$ cat config.mk
export PLATFORM = sky130hd
export DESIGN_NAME = ps2_set1_scancode_to_char
export DESIGN_NICKNAME = d
export VERILOG_FILES = /design/src/hdl/ps2s1_pkg.sv /design/src/hdl/ps2s1_rom.sv /design/src/hdl/ps2s1_keystate.sv /design/src/hdl/ps2_set1_scancode_to_char.sv
export SDC_FILE = /design/constraint.sdc
export NUM_CORES = 1
export LEC_CHECK = 0
export ABC_CLOCK_PERIOD_IN_PS = 4900
export BUFFER_PORTS_ARGS = -buffer_cell sky130_fd_sc_hd__buf_2
export CAP_MARGIN = 20
export CORE_UTILIZATION = 57
export CTS_CLUSTER_SIZE = 20
export DETAILED_ROUTE_END_ITERATION = 8
export GPL_TIMING_DRIVEN = 1
export PLACE_DENSITY = 0.73
export SYNTH_ARGS = -nofsm -noshare
export SYNTH_HDL_FRONTEND = slang
export SYNTH_HIERARCHICAL = 1
export SYNTH_SLANG_ARGS = --single-unit
$ cat constraint.sdc
create_clock -name i_clk -period 4.9 [get_ports i_clk]
set_input_delay 0 -clock i_clk [delete_from_list [all_inputs] [get_ports i_clk]]
set_output_delay 0 -clock i_clk [all_outputs]
set_load 0.01 [all_outputs]
$ cat src/hdl/ps2s1_pkg.sv
package ps2s1_pkg;

    localparam logic [7:0] KEY_PREFIX_EXT  = 8'hE0;
    localparam logic [6:0] KEY_LSHIFT      = 7'h2A;
    localparam logic [6:0] KEY_RSHIFT      = 7'h36;
    localparam logic [7:0] KEY_CAPS        = 8'h3A;
    localparam logic [7:0] KEY_NUM         = 8'h45;
    localparam logic [7:0] KEY_EXT_SLASH   = 8'h35;
    localparam logic [7:0] CHAR_SLASH      = 8'h2F;
    localparam logic [7:0] CHAR_NONE       = 8'h00;
    localparam logic [7:0] CASE_BIT_FLIP   = 8'h20;
    localparam int         ROM_ADDR_W      = 9;

    typedef struct packed {
        logic shift;
        logic caps;
        logic num;
    } t_flags;

    typedef struct packed {
        logic go;
        logic ext;
        logic slash;
    } t_key_req;

    function automatic logic [7:0] pick4(
        input logic       tr,
        input logic       sh,
        input logic [7:0] us,
        input logic [7:0] us_sh,
        input logic [7:0] trk,
        input logic [7:0] trk_sh
    );
        logic [7:0] v;
        if (tr) begin
            v = sh ? trk_sh : trk;
        end else begin
            v = sh ? us_sh : us;
        end
        return v;
    endfunction

    // address: {layout, shift, code[6:0]}
    function automatic logic [7:0] rom_byte(input logic [ROM_ADDR_W-1:0] addr);
        logic       tr;
        logic       sh;
        logic [6:0] idx;
        logic [7:0] lc;
        logic [7:0] v;
        tr  = addr[8];
        sh  = addr[7];
        idx = addr[6:0];
        lc  = 8'h00;
        v   = 8'h00;
        case (idx)
            7'd1:  v = 8'h1B;
            7'd2:  v = pick4(tr, sh, 8'h31, 8'h21, 8'h31, 8'h21);
            7'd3:  v = pick4(tr, sh, 8'h32, 8'h40, 8'h32, 8'h22);
            7'd4:  v = pick4(tr, sh, 8'h33, 8'h23, 8'h33, 8'h00);
            7'd5:  v = pick4(tr, sh, 8'h34, 8'h24, 8'h34, 8'h24);
            7'd6:  v = pick4(tr, sh, 8'h35, 8'h25, 8'h35, 8'h25);
            7'd7:  v = pick4(tr, sh, 8'h36, 8'h5E, 8'h36, 8'h26);
            7'd8:  v = pick4(tr, sh, 8'h37, 8'h26, 8'h37, 8'h2F);
            7'd9:  v = pick4(tr, sh, 8'h38, 8'h2A, 8'h38, 8'h28);
            7'd10: v = pick4(tr, sh, 8'h39, 8'h28, 8'h39, 8'h29);
            7'd11: v = pick4(tr, sh, 8'h30, 8'h29, 8'h30, 8'h3D);
            7'd12: v = pick4(tr, sh, 8'h2D, 8'h5F, 8'h2A, 8'h3F);
            7'd13: v = pick4(tr, sh, 8'h3D, 8'h2B, 8'h2D, 8'h5F);
            7'd14: v = 8'h08;
            7'd15: v = 8'h09;
            7'd16: lc = 8'h71;
            7'd17: lc = 8'h77;
            7'd18: lc = 8'h65;
            7'd19: lc = 8'h72;
            7'd20: lc = 8'h74;
            7'd21: lc = 8'h79;
            7'd22: lc = 8'h75;
            7'd23: lc = 8'h69;
            7'd24: lc = 8'h6F;
            7'd25: lc = 8'h70;
            7'd26: v = pick4(tr, sh, 8'h5B, 8'h7B, 8'hF0, 8'hD0);
            7'd27: v = pick4(tr, sh, 8'h5D, 8'h7D, 8'hFC, 8'hDC);
            7'd28: v = 8'h0A;
            7'd30: lc = 8'h61;
            7'd31: lc = 8'h73;
            7'd32: lc = 8'h64;
            7'd33: lc = 8'h66;
            7'd34: lc = 8'h67;
            7'd35: lc = 8'h68;
            7'd36: lc = 8'h6A;
            7'd37: lc = 8'h6B;
            7'd38: lc = 8'h6C;
            7'd39: v = pick4(tr, sh, 8'h3B, 8'h3A, 8'hFE, 8'hDE);
            7'd40: v = pick4(tr, sh, 8'h27, 8'h22, 8'h69, 8'hDD);
            7'd41: v = pick4(tr, sh, 8'h60, 8'h7E, 8'h2C, 8'h3B);
            7'd43: v = pick4(tr, sh, 8'h5C, 8'h7C, 8'h3C, 8'h3E);
            7'd44: lc = 8'h7A;
            7'd45: lc = 8'h78;
            7'd46: lc = 8'h63;
            7'd47: lc = 8'h76;
            7'd48: lc = 8'h62;
            7'd49: lc = 8'h6E;
            7'd50: lc = 8'h6D;
            7'd51: v = pick4(tr, sh, 8'h2C, 8'h3C, 8'hF6, 8'hD6);
            7'd52: v = pick4(tr, sh, 8'h2E, 8'h3E, 8'hE7, 8'hC7);
            7'd53: v = pick4(tr, sh, 8'h2F, 8'h3F, 8'h2E, 8'h3A);
            7'd55: v = 8'h2A;
            7'd57: v = 8'h20;
            7'd69: v = 8'h37;
            7'd70: v = 8'h38;
            7'd71: v = 8'h39;
            7'd72: v = 8'h2D;
            7'd73: v = 8'h34;
            7'd74: v = 8'h35;
            7'd75: v = 8'h36;
            7'd76: v = 8'h2B;
            7'd77: v = 8'h31;
            7'd78: v = 8'h32;
            7'd79: v = 8'h33;
            7'd80: v = 8'h30;
            7'd81: v = 8'h2E;
            default: v = 8'h00;
        endcase
        if (lc != 8'h00) begin
            v = sh ? (lc - CASE_BIT_FLIP) : lc;
        end
        return v;
    endfunction

endpackage

$ cat src/hdl/ps2s1_rom.sv
module ps2s1_rom (
    input  logic                                i_clk,
    input  logic                                i_en,
    input  logic [ps2s1_pkg::ROM_ADDR_W-1:0]    i_addr,
    output logic [7:0]                          o_data
);

    logic [7:0] r_data;

    always_ff @(posedge i_clk) begin
        if (i_en) begin
            r_data <= ps2s1_pkg::rom_byte(i_addr);
        end
    end

    assign o_data = r_data;

endmodule

$ cat src/hdl/ps2s1_keystate.sv
module ps2s1_keystate (
    input  logic                                i_clk,
    input  logic                                i_rst_n,
    input  logic                                i_take,
    input  logic [7:0]                          i_code,
    input  logic                                i_cfg_we,
    input  logic                                i_cfg_data,
    output ps2s1_pkg::t_flags                   o_flags,
    output ps2s1_pkg::t_key_req                 o_req,
    output logic [ps2s1_pkg::ROM_ADDR_W-1:0]    o_addr
);

    logic r_shift, r_caps, r_num, r_ext, r_layout;
    logic n_shift, n_caps, n_num, n_ext;
    logic is_shift;

    assign is_shift = (i_code[6:0] == ps2s1_pkg::KEY_LSHIFT)
                   || (i_code[6:0] == ps2s1_pkg::KEY_RSHIFT);

    always_comb begin
        n_shift = r_shift;
        n_caps  = r_caps;
        n_num   = r_num;
        n_ext   = r_ext;
        o_req   = '0;
        if (i_code == ps2s1_pkg::KEY_PREFIX_EXT) begin
            n_ext = 1'b1;
        end else if (i_code[7]) begin
            if (is_shift) begin
                n_shift = 1'b0;
            end
            n_ext = 1'b0;
        end else if (is_shift) begin
            n_shift = 1'b1;
            n_ext   = 1'b0;
        end else if (i_code == ps2s1_pkg::KEY_CAPS) begin
            n_caps = ~r_caps;
            n_ext  = 1'b0;
        end else if (i_code == ps2s1_pkg::KEY_NUM) begin
            n_num = ~r_num;
            n_ext = 1'b0;
        end else begin
            o_req.go    = 1'b1;
            o_req.ext   = r_ext;
            o_req.slash = (i_code == ps2s1_pkg::KEY_EXT_SLASH);
            n_ext       = 1'b0;
        end
    end

    always_ff @(posedge i_clk) begin
        if (!i_rst_n) begin
            r_shift  <= 1'b0;
            r_caps   <= 1'b0;
            r_num    <= 1'b1;
            r_ext    <= 1'b0;
            r_layout <= 1'b0;
        end else begin
            if (i_take) begin
                r_shift <= n_shift;
                r_caps  <= n_caps;
                r_num   <= n_num;
                r_ext   <= n_ext;
            end
            if (i_cfg_we) begin
                r_layout <= i_cfg_data;
            end
        end
    end

    assign o_flags.shift = r_shift;
    assign o_flags.caps  = r_caps;
    assign o_flags.num   = r_num;
    assign o_addr        = {r_layout, r_shift, i_code[6:0]};

endmodule

$ cat src/hdl/ps2_set1_scancode_to_char.sv
// A byte taken in is registered into stage one with its ROM read, then its character into the output register.
// Throughput: one byte per cycle while a valid output is not held by i_out_stall.
// Bytes that only change flags, extended presses other than slash, and presses with an empty entry, give no result.
// Synchronous active-low reset: shift, caps lock and extended prefix cleared,
// num lock set, US layout selected, pipeline emptied.
module ps2_set1_scancode_to_char (
    input  logic       i_clk,
    input  logic       i_rst_n,
    input  logic       i_in_valid,
    output logic       o_in_stall,
    input  logic [7:0] i_scan_byte,
    output logic       o_out_valid,
    input  logic       i_out_stall,
    output logic [7:0] o_character,
    output logic       o_shift_active,
    output logic       o_caps_active,
    output logic       o_num_active,
    input  logic       i_cfg_we,
    input  logic       i_cfg_data
);

    logic                                adv;
    logic                                take;
    ps2s1_pkg::t_flags                   flags;
    ps2s1_pkg::t_key_req                 req;
    logic [ps2s1_pkg::ROM_ADDR_W-1:0]    addr;
    logic [7:0]                          rom_data;
    logic [7:0]                          s1_char;

    logic                r_s1_vld;
    logic                r_s1_ext;
    logic                r_s1_slash;
    ps2s1_pkg::t_flags   r_s1_flags;
    logic                r_out_vld;
    logic [7:0]          r_out_char;
    ps2s1_pkg::t_flags   r_out_flags;

    assign adv        = !r_out_vld || !i_out_stall;
    assign take       = i_in_valid && adv;
    assign o_in_stall = !adv;

    ps2s1_keystate u_keystate (
        .i_clk      (i_clk),
        .i_rst_n    (i_rst_n),
        .i_take     (take),
        .i_code     (i_scan_byte),
        .i_cfg_we   (i_cfg_we),
        .i_cfg_data (i_cfg_data),
        .o_flags    (flags),
        .o_req      (req),
        .o_addr     (addr)
    );

    ps2s1_rom u_rom (
        .i_clk  (i_clk),
        .i_en   (adv),
        .i_addr (addr),
        .o_data (rom_data)
    );

    // pick the ROM byte, or slash / none for extended keys; swap case of ASCII letters under caps lock
    always_comb begin
        if (r_s1_ext) begin
            s1_char = r_s1_slash ? ps2s1_pkg::CHAR_SLASH : ps2s1_pkg::CHAR_NONE;
        end else begin
            s1_char = rom_data;
        end
        if (r_s1_flags.caps && (s1_char inside {[8'h41:8'h5A], [8'h61:8'h7A]})) begin
            s1_char = s1_char ^ ps2s1_pkg::CASE_BIT_FLIP;
        end
    end

    always_ff @(posedge i_clk) begin
        if (!i_rst_n) begin
            r_s1_vld  <= 1'b0;
            r_out_vld <= 1'b0;
        end else if (adv) begin
            r_s1_vld  <= take && req.go;
            r_out_vld <= r_s1_vld && (s1_char != ps2s1_pkg::CHAR_NONE);
        end
    end

    always_ff @(posedge i_clk) begin
        if (adv) begin
            r_s1_ext    <= req.ext;
            r_s1_slash  <= req.slash;
            r_s1_flags  <= flags;
            r_out_char  <= s1_char;
            r_out_flags <= r_s1_flags;
        end
    end

    assign o_out_valid    = r_out_vld;
    assign o_character    = r_out_char;
    assign o_shift_active = r_out_flags.shift;
    assign o_caps_active  = r_out_flags.caps;
    assign o_num_active   = r_out_flags.num;

endmodule
After elaboration in Yosys (flattened, before gate mapping)
Cells that the tools add are included.
{"block": "op_classes", "add_sub_neg": 1, "order_cmp": 4, "eq_ne": 72, "mux": 73, "bitwise": 7, "n_reduce_logical": 18}
{"cell": "one-hot mux 8 bit (40 select lines)", "count": 1}
{"cell": "two-way mux 8 bit", "count": 23}
{"cell": "one-hot mux 7 bit (26 select lines)", "count": 1}
{"cell": "== test 7 x 6 -> 1 bit, second input constant", "count": 25}
{"cell": "== test 7 x 5 -> 1 bit, second input constant", "count": 15}
{"cell": "two-way mux 5 bit", "count": 21}
{"cell": "== test 7 bit, second input constant", "count": 13}
{"cell": "two-way mux 6 bit", "count": 11}
{"cell": "== test 7 x 4 -> 1 bit, second input constant", "count": 8}
{"cell": "== test 7 x 3 -> 1 bit, second input constant", "count": 4}
{"cell": "two-way mux 7 bit", "count": 3}
{"cell": "two-way mux 3 bit", "count": 6}
{"cell": "== test 8 x 6 -> 1 bit, second input constant", "count": 2}
{"cell": ">= comparator 8 x 7 -> 1 bit, second input constant", "count": 2}
{"cell": "less-or-equal comparator 8 x 7 -> 1 bit, second input constant", "count": 2}
{"cell": "nonzero test 8 bit", "count": 2}
{"cell": "== test 7 x 2 -> 1 bit, second input constant", "count": 2}
{"cell": "== test 8 x 7 -> 1 bit, second input constant", "count": 1}
{"cell": "== test 8 bit, second input constant", "count": 1}
{"cell": "subtractor 8 x 6 -> 8 bit, second input constant", "count": 1}
{"cell": "== test 7 x 1 -> 1 bit, second input constant", "count": 1}
{"cell": "inverter 1 bit", "count": 7}
{"cell": "logical AND 1 bit", "count": 6}
{"cell": "AND reduction 6 bit", "count": 1}
{"cell": "other kinds (9)", "count": 16}
{"block": "word_totals", "register_bits": 31, "output_inout_bits": 13, "word_cells": 192}

Depth between registers and ports, before layout
{"block": "depth", "word_depth": 9, "depth_mapped": 10, "depth_no_buf": 7}

Cells and area by module
The synthesis kept the hierarchy.
{"module": "ps2s1_rom", "n_inst": 1, "cells_per_inst": 322, "area_per_inst_um2": 2306.0}
{"module": "ps2_set1_scancode_to_char", "n_inst": 1, "cells_per_inst": 52, "area_per_inst_um2": 718.2}
{"module": "ps2s1_keystate", "n_inst": 1, "cells_per_inst": 48, "area_per_inst_um2": 441.7}

Least setup slack after synthesis
Ideal clock, no wire load.
{"block": "synth_path", "path_kind": "reg2reg", "from": "reg u_keystate.r_layout", "to": "reg u_rom.r_data[4] (netlist: u_rom/o_data[4]), data pin", "setup_ns": 0.283, "arrival_time_ns": 1.989, "t_required_ns": 4.617, "path_slack_ns": 2.628, "path_stages_with_launch": 10, "path_buffers": 3, "synth_period_minus_slack_ns": 2.272, "path_cell_list": "dfxtp_1 -> buf_4 -> clkbuf_1 -> inv_1 -> ha_1 -> clkbuf_1 -> a32oi_1 -> o32ai_1 -> a2111oi_0 -> o2111ai_1"}
{"block": "synth_via", "elab_chain_len": 3, "elab_cells_between_ends": 20}
{"element": "from (decl)", "line_no": "ps2s1_keystate.sv:13", "rtl": "logic r_shift, r_caps, r_num, r_ext, r_layout;"}
{"element": "from (signal assigned)", "line_no": "ps2s1_keystate.sv:65", "rtl": "r_layout <= i_cfg_data;"}
{"element": "two-way mux 8 bit", "line_no": "ps2s1_pkg.sv:35", "rtl": "if (tr) begin"}
{"element": "one-hot mux 8 bit (40 select lines) (*)", "line_no": "ps2s1_pkg.sv:55", "rtl": "case (idx)"}
{"element": "two-way mux 8 bit (*)", "line_no": "ps2s1_pkg.sv:124", "rtl": "if (lc != 8'h00) begin"}
{"element": "to (signal assigned)", "line_no": "ps2s1_rom.sv:12", "rtl": "r_data <= ps2s1_pkg::rom_byte(i_addr);"}
{"element": "to (decl)", "line_no": "ps2s1_rom.sv:8", "rtl": "logic [7:0] r_data;"}
Every way passes the cells marked *; elsewhere a longest branch is shown, timed or not.
A chain may end at the register's enable or synchronous reset.

Worst setup path after layout
Ends and elaborated chain as after synthesis.

==> results.md <==
GRT:
- The global-route met2 utilization is 0.585.
- The maximum number of pins on one net before global-route repair is 56.
- The initial antenna violation count is 0.
- The overflow left after global routing is 0.
- Across every metal layer, demand over resource in global routing totals 0.358.
- The busiest metal layer after global routing is met2.
- For this run, global-route usage on met1 was measured as 0.442.
- The number of global-route vias before repair was 3,178.
- The first global-routing pass estimated 17,400 µm of wire.
- For met3 alone, demand over resource in global routing was 0.0354.

Placed design:
- The weighted congestion at the end of routability-driven global placement is 1.06.
- In this run the tool buffered the top-level ports with 26 buffer cells.
- The HPWL after detailed placement is 7660 µm.
- At the placement stage, the worst setup path has a slack of 2.27 ns.

Final layout:
- For this run, the post-layout net count is 430.
- The area added between synthesis and finish is 0.975%.
- The leading cell type in the layout, fill and taps excluded is sky130_fd_sc_hd__buf_2.
- Of the cells placed in the final design, the portion with a size suffix greater than 1 is 0.152.
- In the layout the commonest cells are sky130_fd_sc_hd__buf_2 (26), sky130_fd_sc_hd__edfxtp_1 (24), sky130_fd_sc_hd__nand2_1 (23), sky130_fd_sc_hd__a21oi_1 (23).
- 0 antenna diodes ended up in the layout.

Power and ir drop:
- The part of the total power dissipated in the clock network is 0.263.
- Of the total power, registers draw 0.454.
- Internal power comes to 0.000473 W.
- The reported net switching power is 0.000234 W.
- Of the total power, the share spent switching nets is 0.330.
- VDD sags by at most 0.000233 V.
- In this run the static leakage power is 1.26 nW.
- The power per standard cell area is 202 nW/µm².
- The share of total power dissipated in combinational logic is 0.282.

Drt:
- In the routed design, unresolved DRC markers number 0.
- The number of vias per cell after detailed routing is 7.40.
- The final wirelength is 11,200 µm.
- The first detailed-routing pass ran for 8 iterations.
- The number of nets still failing antenna checks after routing is 0.
- The first routing iteration left 436 violations.
- The routed layout has 3,581 vias.
- In the final routed layout, each cell accounts on average for 23.2 µm.

Logic synthesis:
- Of all flip-flops after synthesis, the portion carrying an async set or reset was 0.
- Of the post-synthesis cell area, the dominant cell type holds 0.208.
- The count of flip-flops with a built-in enable after synthesis is 24.
- Among all flip-flop cells after synthesis, the most frequent one is sky130_fd_sc_hd__edfxtp_1.
- The gate count after technology mapping is 422.
- The fraction of the yosys area taken by sequential cells is 0.248.
- Summed over all instances, the cell type with the most area after synthesis is sky130_fd_sc_hd__edfxtp_1.
- Averaged over all synthesized cells, the footprint is 8.21 µm².
- Yosys attributes the largest share of cell area to sky130_fd_sc_hd__edfxtp_1 (21%), sky130_fd_sc_hd__dfxtp_1 (4.0%), sky130_fd_sc_hd__buf_4 (3.9%), sky130_fd_sc_hd__nand2b_1 (3.8%), sky130_fd_sc_hd__a21oi_1 (3.3%).
- The count of cell types in the netlist is 81.
- During synthesis, Yosys emitted a total of 6 warnings.
- Summing every instance area after synthesis gives 3470 µm².
- The number of nets in the synthesized netlist is 444.
- The count of state elements after synthesis is 31.

Critical path:
- The nature of the critical path endpoint is a flop.
- The maximum net fanout on the critical path is 16.
- For the worst setup path, the data required time is 4.89 ns.
- The nature of the critical path startpoint is a flop.
- The type of the worst setup path is reg2reg.
- For flop-to-flop paths, the worst setup slack is 2.16 ns.
- At the worst endpoint, the arrival time is 2.73 ns.

STA:
- After routing, the total negative slack on setup checks comes to 0 ns.
- Setup repair after global routing left no endpoint under its margin.
- The total count of hold-check failures in the final report was 0.
- The maximum clock rate is 0.365 GHz.
- The clock period could shrink to 2.74 ns.
- At the pin with the least slew margin, the transition time is 1.08 ns.
- Measured against its own limit, the worst slew margin works out to 0.268.
- Of the available clock period, the critical path in the final layout requires 0.560.
- The final count of negative-setup-slack endpoints is 0.
- After layout, the worst setup slack is 2.16 ns.
- Between clock sinks in the finished design, the worst skew comes to 0.00515 ns.
- The final count of pins violating max slew was 0.

Clocking:
- Clock-pin slew was measured on the worst setup and hold paths at 0.06 ns.
- The maximum clock insertion buffer count is 2.
- In this run, CTS created clock tree buffers numbering 5.
- The H-tree depth reported by CTS is 2.
- Clock tree synthesis found a total of 31 sinks.
- The number of setup buffers added after CTS is 0.
- The number of hold-repair buffers added at the cts stage is 0.
- The cell sitting at the root of the clock tree is a sky130_fd_sc_hd__clkbuf_8.
- Clock latency on the worst-skew pair, taken at its later pin, is 0.28 ns.
- The post-cts gate resize count is 0.
- The TritonCTS clock tree is built.

Job:
- The number of max-cap violations is 0.

Die:
- The core area is 5890 µm².
- In this run the horizontal extent of the chip is 80.0 µm.
- The number of standard-cell rows in the floorplan is 28.
- The number of ports placed on the die boundary is 27.
- The die extent in y is 80.0 µm.
- The area of the die is 6400 µm².
- For this configuration, the core starts out at a cell density of 0.589.

Outcome:
- The flow ran to the end, and the final reports show no timing, DRC or antenna violations.

Hold path:
- The path class of the lowest-slack min-delay path is in2reg.
==> final timing paths <==
kind,depth (start not counted),from,endpoint
max,6,u_keystate/r_layout,u_rom/o_data[4]
min reg2reg,0,r_s1_flags[0],o_num_active
min,3,i_cfg_data,u_keystate/r_layout
max reg2reg,6,u_keystate/r_layout,u_rom/o_data[4]
==> worst max-delay path, cell delays in order, from the launching register on <==
cell	delay, ns
sky130_fd_sc_hd__dfxtp_1	0.76
sky130_fd_sc_hd__inv_1	0.22
sky130_fd_sc_hd__ha_1	0.43
sky130_fd_sc_hd__a32oi_1	0.27
sky130_fd_sc_hd__o32ai_1	0.11
sky130_fd_sc_hd__a2111oi_0	0.45
sky130_fd_sc_hd__o2111ai_1	0.21
==> cells by family (layout without fill, tap and decap cells) <==
group	after synthesis	count (layout)	synth area share
AOI/OAI and AO/OA	126	126	0.260
muxes	5	5	0.0144
and+or+nand+nor	186	186	0.344
adders and majority gates	8	8	0.0289
buffers and inverters	65	52	0.102
xor gates and xnor gates	1	1	0.00253
DFF	31	31	0.248
==> cell usage after synthesis, types with 3 or more instances <==
library cell	n
sky130_fd_sc_hd__and2_1	5
sky130_fd_sc_hd__o21ai_0	17
sky130_fd_sc_hd__nor4bb_1	7
sky130_fd_sc_hd__or2_2	5
sky130_fd_sc_hd__nand2b_1	21
sky130_fd_sc_hd__and3_1	6
sky130_fd_sc_hd__o211ai_1	9
sky130_fd_sc_hd__o22ai_1	7
sky130_fd_sc_hd__o32ai_1	5
sky130_fd_sc_hd__a211oi_1	7
sky130_fd_sc_hd__mux2i_1	5
sky130_fd_sc_hd__nor3b_1	4
sky130_fd_sc_hd__o311ai_0	4
sky130_fd_sc_hd__nor2_1	21
sky130_fd_sc_hd__and3b_1	4
sky130_fd_sc_hd__nor2b_1	18
sky130_fd_sc_hd__a31oi_1	5
sky130_fd_sc_hd__a21boi_0	3
sky130_fd_sc_hd__dfxtp_1	7
sky130_fd_sc_hd__nor3_1	9
sky130_fd_sc_hd__nand4_1	5
sky130_fd_sc_hd__edfxtp_1	24
sky130_fd_sc_hd__nand2_1	23
sky130_fd_sc_hd__nand3_1	16
sky130_fd_sc_hd__nor4_1	6
sky130_fd_sc_hd__a21oi_1	23
sky130_fd_sc_hd__nor4b_1	3
sky130_fd_sc_hd__or3b_2	3
sky130_fd_sc_hd__inv_1	14
sky130_fd_sc_hd__ha_1	8
sky130_fd_sc_hd__a32oi_1	6
sky130_fd_sc_hd__clkbuf_1	9
sky130_fd_sc_hd__buf_4	18
sky130_fd_sc_hd__nand4b_1	5
sky130_fd_sc_hd__o2111ai_1	3
sky130_fd_sc_hd__buf_2	21
sky130_fd_sc_hd__o31ai_1	3
==> area by class of cell <==
cell class | instances | area, µm²
sequential | 31 | 861
tap | 75 | 93.8
clock buffer | 5 | 68.8
fill | 544 | 2390
inverter | 15 | 56.3
multi-input combinational | 326 | 2250
clock inverter | 3 | 15.0
timing repair buffer | 29 | 153
==> stage by stage <==
stage / area (µm²) / hold slack [ns] / utilization / std cells / power (W)
2_1_floorplan: 3470 / 0.0865 / - / 422 / 0.000469
3_3_place_gp: 3420 / 0.271 / 0.580 / 476 / 0.000517
3_5_place_dp: 3420 / 0.305 / 0.580 / 476 / 0.000518
4_1_cts: 3500 / 0.0198 / 0.595 / 484 / 0.000704
5_1_grt: 3500 / 0.0280 / 0.595 / 484 / 0.000737
6_report: 3500 / 0.0211 / 0.595 / 484 / 0.000707
==> layer usage <==
| metal | vias to the layer above | part of all wire | routed length (µm) |
|---|---|---|---|
| met4 | 0 | 0.074 | 837 |
| met3 | 68 | 0.10 | 1130 |
| met5 | - | 0 | 0 |
| li1 | 1584 | - | - |
| met1 | 1646 | 0.37 | 4180 |
| met2 | 283 | 0.45 | 5100 |
==> power by group through the flow <==
stage | Sequential, W | Clock (W) | Combinational, W
final | 0.000321 | 0.000186 | 0.000199
after detailed placement | 0.000327 | 0 | 0.000191
after floorplan | 0.000328 | 0 | 0.000141
after global routing | 0.000324 | 0.000201 | 0.000212
after CTS | 0.000321 | 0.000190 | 0.000192
after global placement | 0.000326 | 0 | 0.000191
Power figures use the tool's default switching activity.
